File: src/chim_pkg.sv
// Shared constants and types for the chained hash index map.
package chim_pkg;
  localparam int BUCKETS  = 256;
  localparam int CAPACITY = 512;
  localparam int BW = $clog2(BUCKETS);
  localparam int IW = $clog2(CAPACITY);
  localparam int LW = $clog2(CAPACITY + 1);
  localparam logic [LW-1:0] NIL = LW'(CAPACITY);
  localparam logic [LW-1:0] LAST_STEP = LW'(CAPACITY - 1);

  localparam logic [1:0] FN_ADD  = 2'd0;
  localparam logic [1:0] FN_LOOK = 2'd1;
  localparam logic [1:0] FN_TAKE = 2'd2;

  localparam logic [1:0] ST_OK    = 2'd0;
  localparam logic [1:0] ST_MISS  = 2'd1;
  localparam logic [1:0] ST_FULL  = 2'd2;

  typedef struct packed {
    logic [1:0]    func;
    logic [31:0]   key;
    logic [31:0]   value;
    logic [BW-1:0] bucket;
  } cmd_t;

  typedef enum logic [4:0] {
    S_IDLE  = 5'b00001,
    S_HEAD  = 5'b00010,
    S_ALLOC = 5'b00100,
    S_WALK  = 5'b01000,
    S_FREE  = 5'b10000
  } state_t;
endpackage

File: src/chim_front.sv
// Command intake: bucket classification and a two-deep command queue.
module chim_front (
  input  logic                clk,
  input  logic                rst,
  input  logic                start,
  output logic                busy,
  input  logic [1:0]          func,
  input  logic [31:0]         key,
  input  logic [31:0]         value,
  output logic                cmd_avail,
  output chim_pkg::cmd_t      cmd,
  input  logic                cmd_pop
);
  import chim_pkg::*;

  cmd_t       slot [2];
  logic       wr_ptr;
  logic       rd_ptr;
  logic [1:0] count;
  logic       push;

  assign busy      = (count == 2'd2);
  assign push      = start && !busy;
  assign cmd_avail = (count != 2'd0);
  assign cmd       = slot[rd_ptr];

  always_ff @(posedge clk) begin
    if (push) begin
      slot[wr_ptr] <= '{func: func, key: key, value: value, bucket: key[BW-1:0]};
    end
    if (rst) begin
      wr_ptr <= 1'b0;
      rd_ptr <= 1'b0;
      count  <= 2'd0;
    end else begin
      if (push) wr_ptr <= ~wr_ptr;
      if (cmd_pop) rd_ptr <= ~rd_ptr;
      count <= count + {1'b0, push} - {1'b0, cmd_pop};
    end
  end
endmodule

File: config.mk
export PLATFORM = sky130hd
export DESIGN_NAME = chim_front
export DESIGN_NICKNAME = d
export VERILOG_FILES = /design/src/chim_pkg.sv /design/src/chim_front.sv
export SDC_FILE = /design/constraint.sdc
export NUM_CORES = 1
export LEC_CHECK = 0
export ABC_AREA = 1
export BUFFER_PORTS_ARGS = -buffer_cell sky130_fd_sc_hd__buf_4
export CAP_MARGIN = 10
export CORE_MARGIN = 1
export CORE_UTILIZATION = 47
export CTS_BUF_LIST = sky130_fd_sc_hd__clkbuf_4 sky130_fd_sc_hd__clkbuf_8
export CTS_CLUSTER_SIZE = 28
export DETAILED_ROUTE_END_ITERATION = 16
export GPL_TIMING_DRIVEN = 0
export PLACE_DENSITY = 0.73
export SETUP_SLACK_MARGIN = 0.2
export SLEW_MARGIN = 20
export SYNTH_ARGS = -nofsm -noshare
export SYNTH_HDL_FRONTEND = slang
export SYNTH_SLANG_ARGS = --single-unit
File: constraint.sdc
create_clock -name clk -period 5.22 [get_ports clk]
set_clock_uncertainty 0.15 [all_clocks]
set_input_delay 1.044 -clock clk [delete_from_list [all_inputs] [get_ports clk]]
set_output_delay 1.044 -clock clk [all_outputs]
set_load 0.01 [all_outputs]
# After elaboration in Yosys (flattened, before gate mapping)
# Memories as Yosys holds them, arrays and structs flattened. A register that Yosys moved wholly into a read port is not among the register bits.
# Cells that the tools add are included.
[word_totals] wordCells=16 output_inout_bits=76 ramBits=148 n_memories=1 register_bits=4 latchBits=0 in_bits=70 rom_bits=0
[op_classes] mul=0 div_mod_pow=0 bitwise_logic=2 magnitude_cmp=0 n_reduce_logical=3 n_shift=0 n_eq_ne=1 n_addsub=2 mux=4
[memory_table] memory="slot" words=2 width=74 rd=1 rd_ports_with_merged_regs=1 wr=1 line="chim_front.sv:16" text="cmd_t slot [2];"
[ops] cell="$mux W1" n=4
[ops] cell="$add A2 B1 Y2" n=1
[ops] cell="$eq A2 B2 Y1 const B" n=1
[ops] cell="$not A1 Y1" n=2
[ops] cell="$reduce_bool A2 Y1" n=1
[ops] cell="$sub A2 B1 Y2" n=1
[ops] cell="$logic_and A1 B1 Y1" n=1
[ops] cell="$logic_not A1 Y1" n=1

# Longest topological paths before layout
[logic_depth] depth_word=5 mapped_depth=11 ltp_nobuf=11

# Least setup slack after synthesis
# No wires, ideal clock.
[synth_timing] path_kind="input to register" start="in start" end="mem slot[0][10] (netlist bit) (enable)" slack_ps=710 required_time_ps=4580 path_stages=2 arrival_ps=3870 cell_sequence="nand2_1 > nor2_1"
[synth_via] elab_chain_len=3
[synth_lines] item="start: declaration" line="chim_front.sv:5" text="input logic start,"
[synth_lines] item="$logic_and A1 B1 Y1" line="chim_front.sv:23" text="assign push = start && !busy;"
[synth_lines] item="$mux W1" line="chim_front.sv:28" text="if (push) begin"
[synth_lines] item="$mux W1 (implied by the code)" line="chim_front.sv:29" text="slot[wr_ptr] <= '{func: func, key: key, value: value, bucket: key[BW-1:0]};"
[synth_lines] item="end: declaration" line="chim_front.sv:16"
# No other way between the ends.

==> results.toml <==
[drt]
wl_mm = 9.03
ant_nets = 0
firstDrtPassIters = 4
viasPerCell = 4.77
avgRoutedWirePerCell_um = 15.9
drc = 0
drtIter0Drc = 109
routed-via-count = 2707

[timing]
slew_viol_final = 0
setup_viol = 0
max_slew_margin_pct = 60.3
max_freq_ghz = 0.339
worst_slew_pin_slew_ns = 0.594
min_period_ns = 2.95
post-route-period-util_pct = 56.5
finalHoldViolations = 0
rsz0062_at_grt = "false"
whs_ns = 0.372

[critical_path]
end_kind = "output pin"
critical_path_arrival_ns = 1.76
cp.required_ns = 4.03
path_class = "flip-flop to output pin"
crit_fanout = 10
critPathLaunchType = "flip-flop"

[place]
gp_congestion = 0.693
portBuffers = 145
dp.final_hpwl_mm = 6.24

[floorplan]
std_cell_rows = 38
die_area_um2 = 11500
die_x_um = 107
die_y_um = 107
pin_count = 146
core-area_um2 = 10800
start_util_pct = 48.2

[global_route]
grt_start_max_net_pins = 39
antenna_found_initial = 0
grt_pass1_wl_mm = 13.4
overflow = 0
track_usage_pct = 16.2
grt_pass1_vias = 2791

[clock_network]
cts_tree = "built"
cts_resized = 0
post_cts_buffers = 0
cts_max_path_buffers = 2
cts_root_buffer = "clkbuf_8"
cts_buffers = 17
ctsHtreeMaxLevel = 4
clk_latency_ns = 0.43
ctsHoldBuffers = 0
clock-sinks = 137
clk_pin_slew_ns = 0.07

[finish]
final_net_count = 487
fin_util_pct = 64.1
syn_to_final_growth_pct = 33.1
n_antenna_cell = 0
drive_gt1_share_pct = 61.4

[synth]
yosysWarnings = 0
synth_seq_cells = 137
yosysSeqAreaShare_pct = 77.9
synth_area_per_cell_um2 = 21.1
syn_inst = 247
synth_area_um2 = 5220
synth_nets = 319
ys_types = 14

[run]
maxCapViolations = 0

[power_and_ir_drop]
powerDensity_nw_per_um2 = 370
power.leakage_nw = 2.77
ir_worst_vdd_uv = 199

[hold_path]
hold_class = "flip-flop to flip-flop"

[status]
status = "completed"
[synthesized netlist by cell type (all sizes together)]
cell type,number,area [µm²]
buf,15,126
dfxtp,5,100
xnor2,1,8.76
inv,9,33.8
ha,2,25.0
a21oi,2,10.0
mux2,66,893
nand3,2,10.0
edfxtp,132,3960
nand2,7,26.3
nor2,6,22.5
[flip-flops by register name, indices dropped and copies added (netlist names), named ones only]
signal,cells
rd_ptr,1
slot,132
wr_ptr,1
count,2
[metrics by stage]
step	setup slack, ns	area (µm²)	setup TNS, ns	cells	total power [W]
after floorplan	0.710	5220	0	247	0.00161
after global placement	-1.03	6480	-67.41	532	0.00181
after detailed placement	2.56	6600	0	536	0.00184
after CTS	2.21	6950	0	567	0.00261
after global routing	2.16	6950	0	567	0.00269
final	2.27	6950	0	567	0.00257
[layout by cell type (no fill, tap or decap), drive strengths merged]
cell / n
clkinvlp: 2
bufinv: 1
ha: 2
buf: 164
nand3: 2
a21oi: 2
clkinv: 8
nor2: 6
dfxtp: 5
edfxtp: 132
mux2: 66
inv: 10
xnor2: 1
clkbuf: 19
nand2: 7
[where the power goes]
group          leakage, nW  internal [W]  switching [W]
clock network        0.180      0.000381       0.000382
registers             1.27       0.00132      0.0000236
logic                 1.32      0.000264       0.000207
total                 2.77       0.00196       0.000613
[path summary, 6_finish.rpt]
| path | startpoint | endpoint | slack [ns] | cells past startpoint |
|---|---|---|---|---|
| worst max-delay path | flip-flop | cmd[47] | 2.27 | 5 |
| worst min-delay path | rd_ptr$_SDFFE_PP0P_ | flip-flop | 0.37 | 2 |
| worst max register to register | count[0]$_SDFF_PP0_ | slot[0][40]$_DFFE_PP_ | 3.22 | 6 |
| worst min register to register | rd_ptr$_SDFFE_PP0P_ | flip-flop | 0.37 | 2 |
[kinds of logic after synthesis]
group	after synthesis	share of synthesized area, %
DFF	137	77.9
muxes	66	17.1
buffers and inverters	24	3.07
and+or+nand+nor	15	1.13
AOI/OAI and AO/OA	2	0.192
adders and majority gates	2	0.479
xor gates and xnor gates	1	0.168
[critical path: stages, from the launching register on]
cell     delay [ns]
dfxtp_1        0.37
buf_6          0.18
buf_6          0.20
mux2_4         0.32
buf_4          0.13
buf_4          0.13
[area by class of cell]
type	count	area [µm²]
flip-flops and latches	137	4060
clock buffers	19	249
plain buffers	15	126
fillers	819	3890
well taps	140	175
inverters	9	36.3
repair buffers	149	1190
multi-input cells	86	1000
clock inverters	12	104
[routing by layer]
layer / GRT usage (%) / share of wire (%) / vias up
li1: - / - / 1277
met1: 18.3 / 39 / 1310
met2: 27.3 / 52 / 110
met3: 5.99 / 7.7 / 10
met4: 7.24 / 1.1 / 0
met5: 0 / 0 / -
Power figures use the tool's default switching activity.
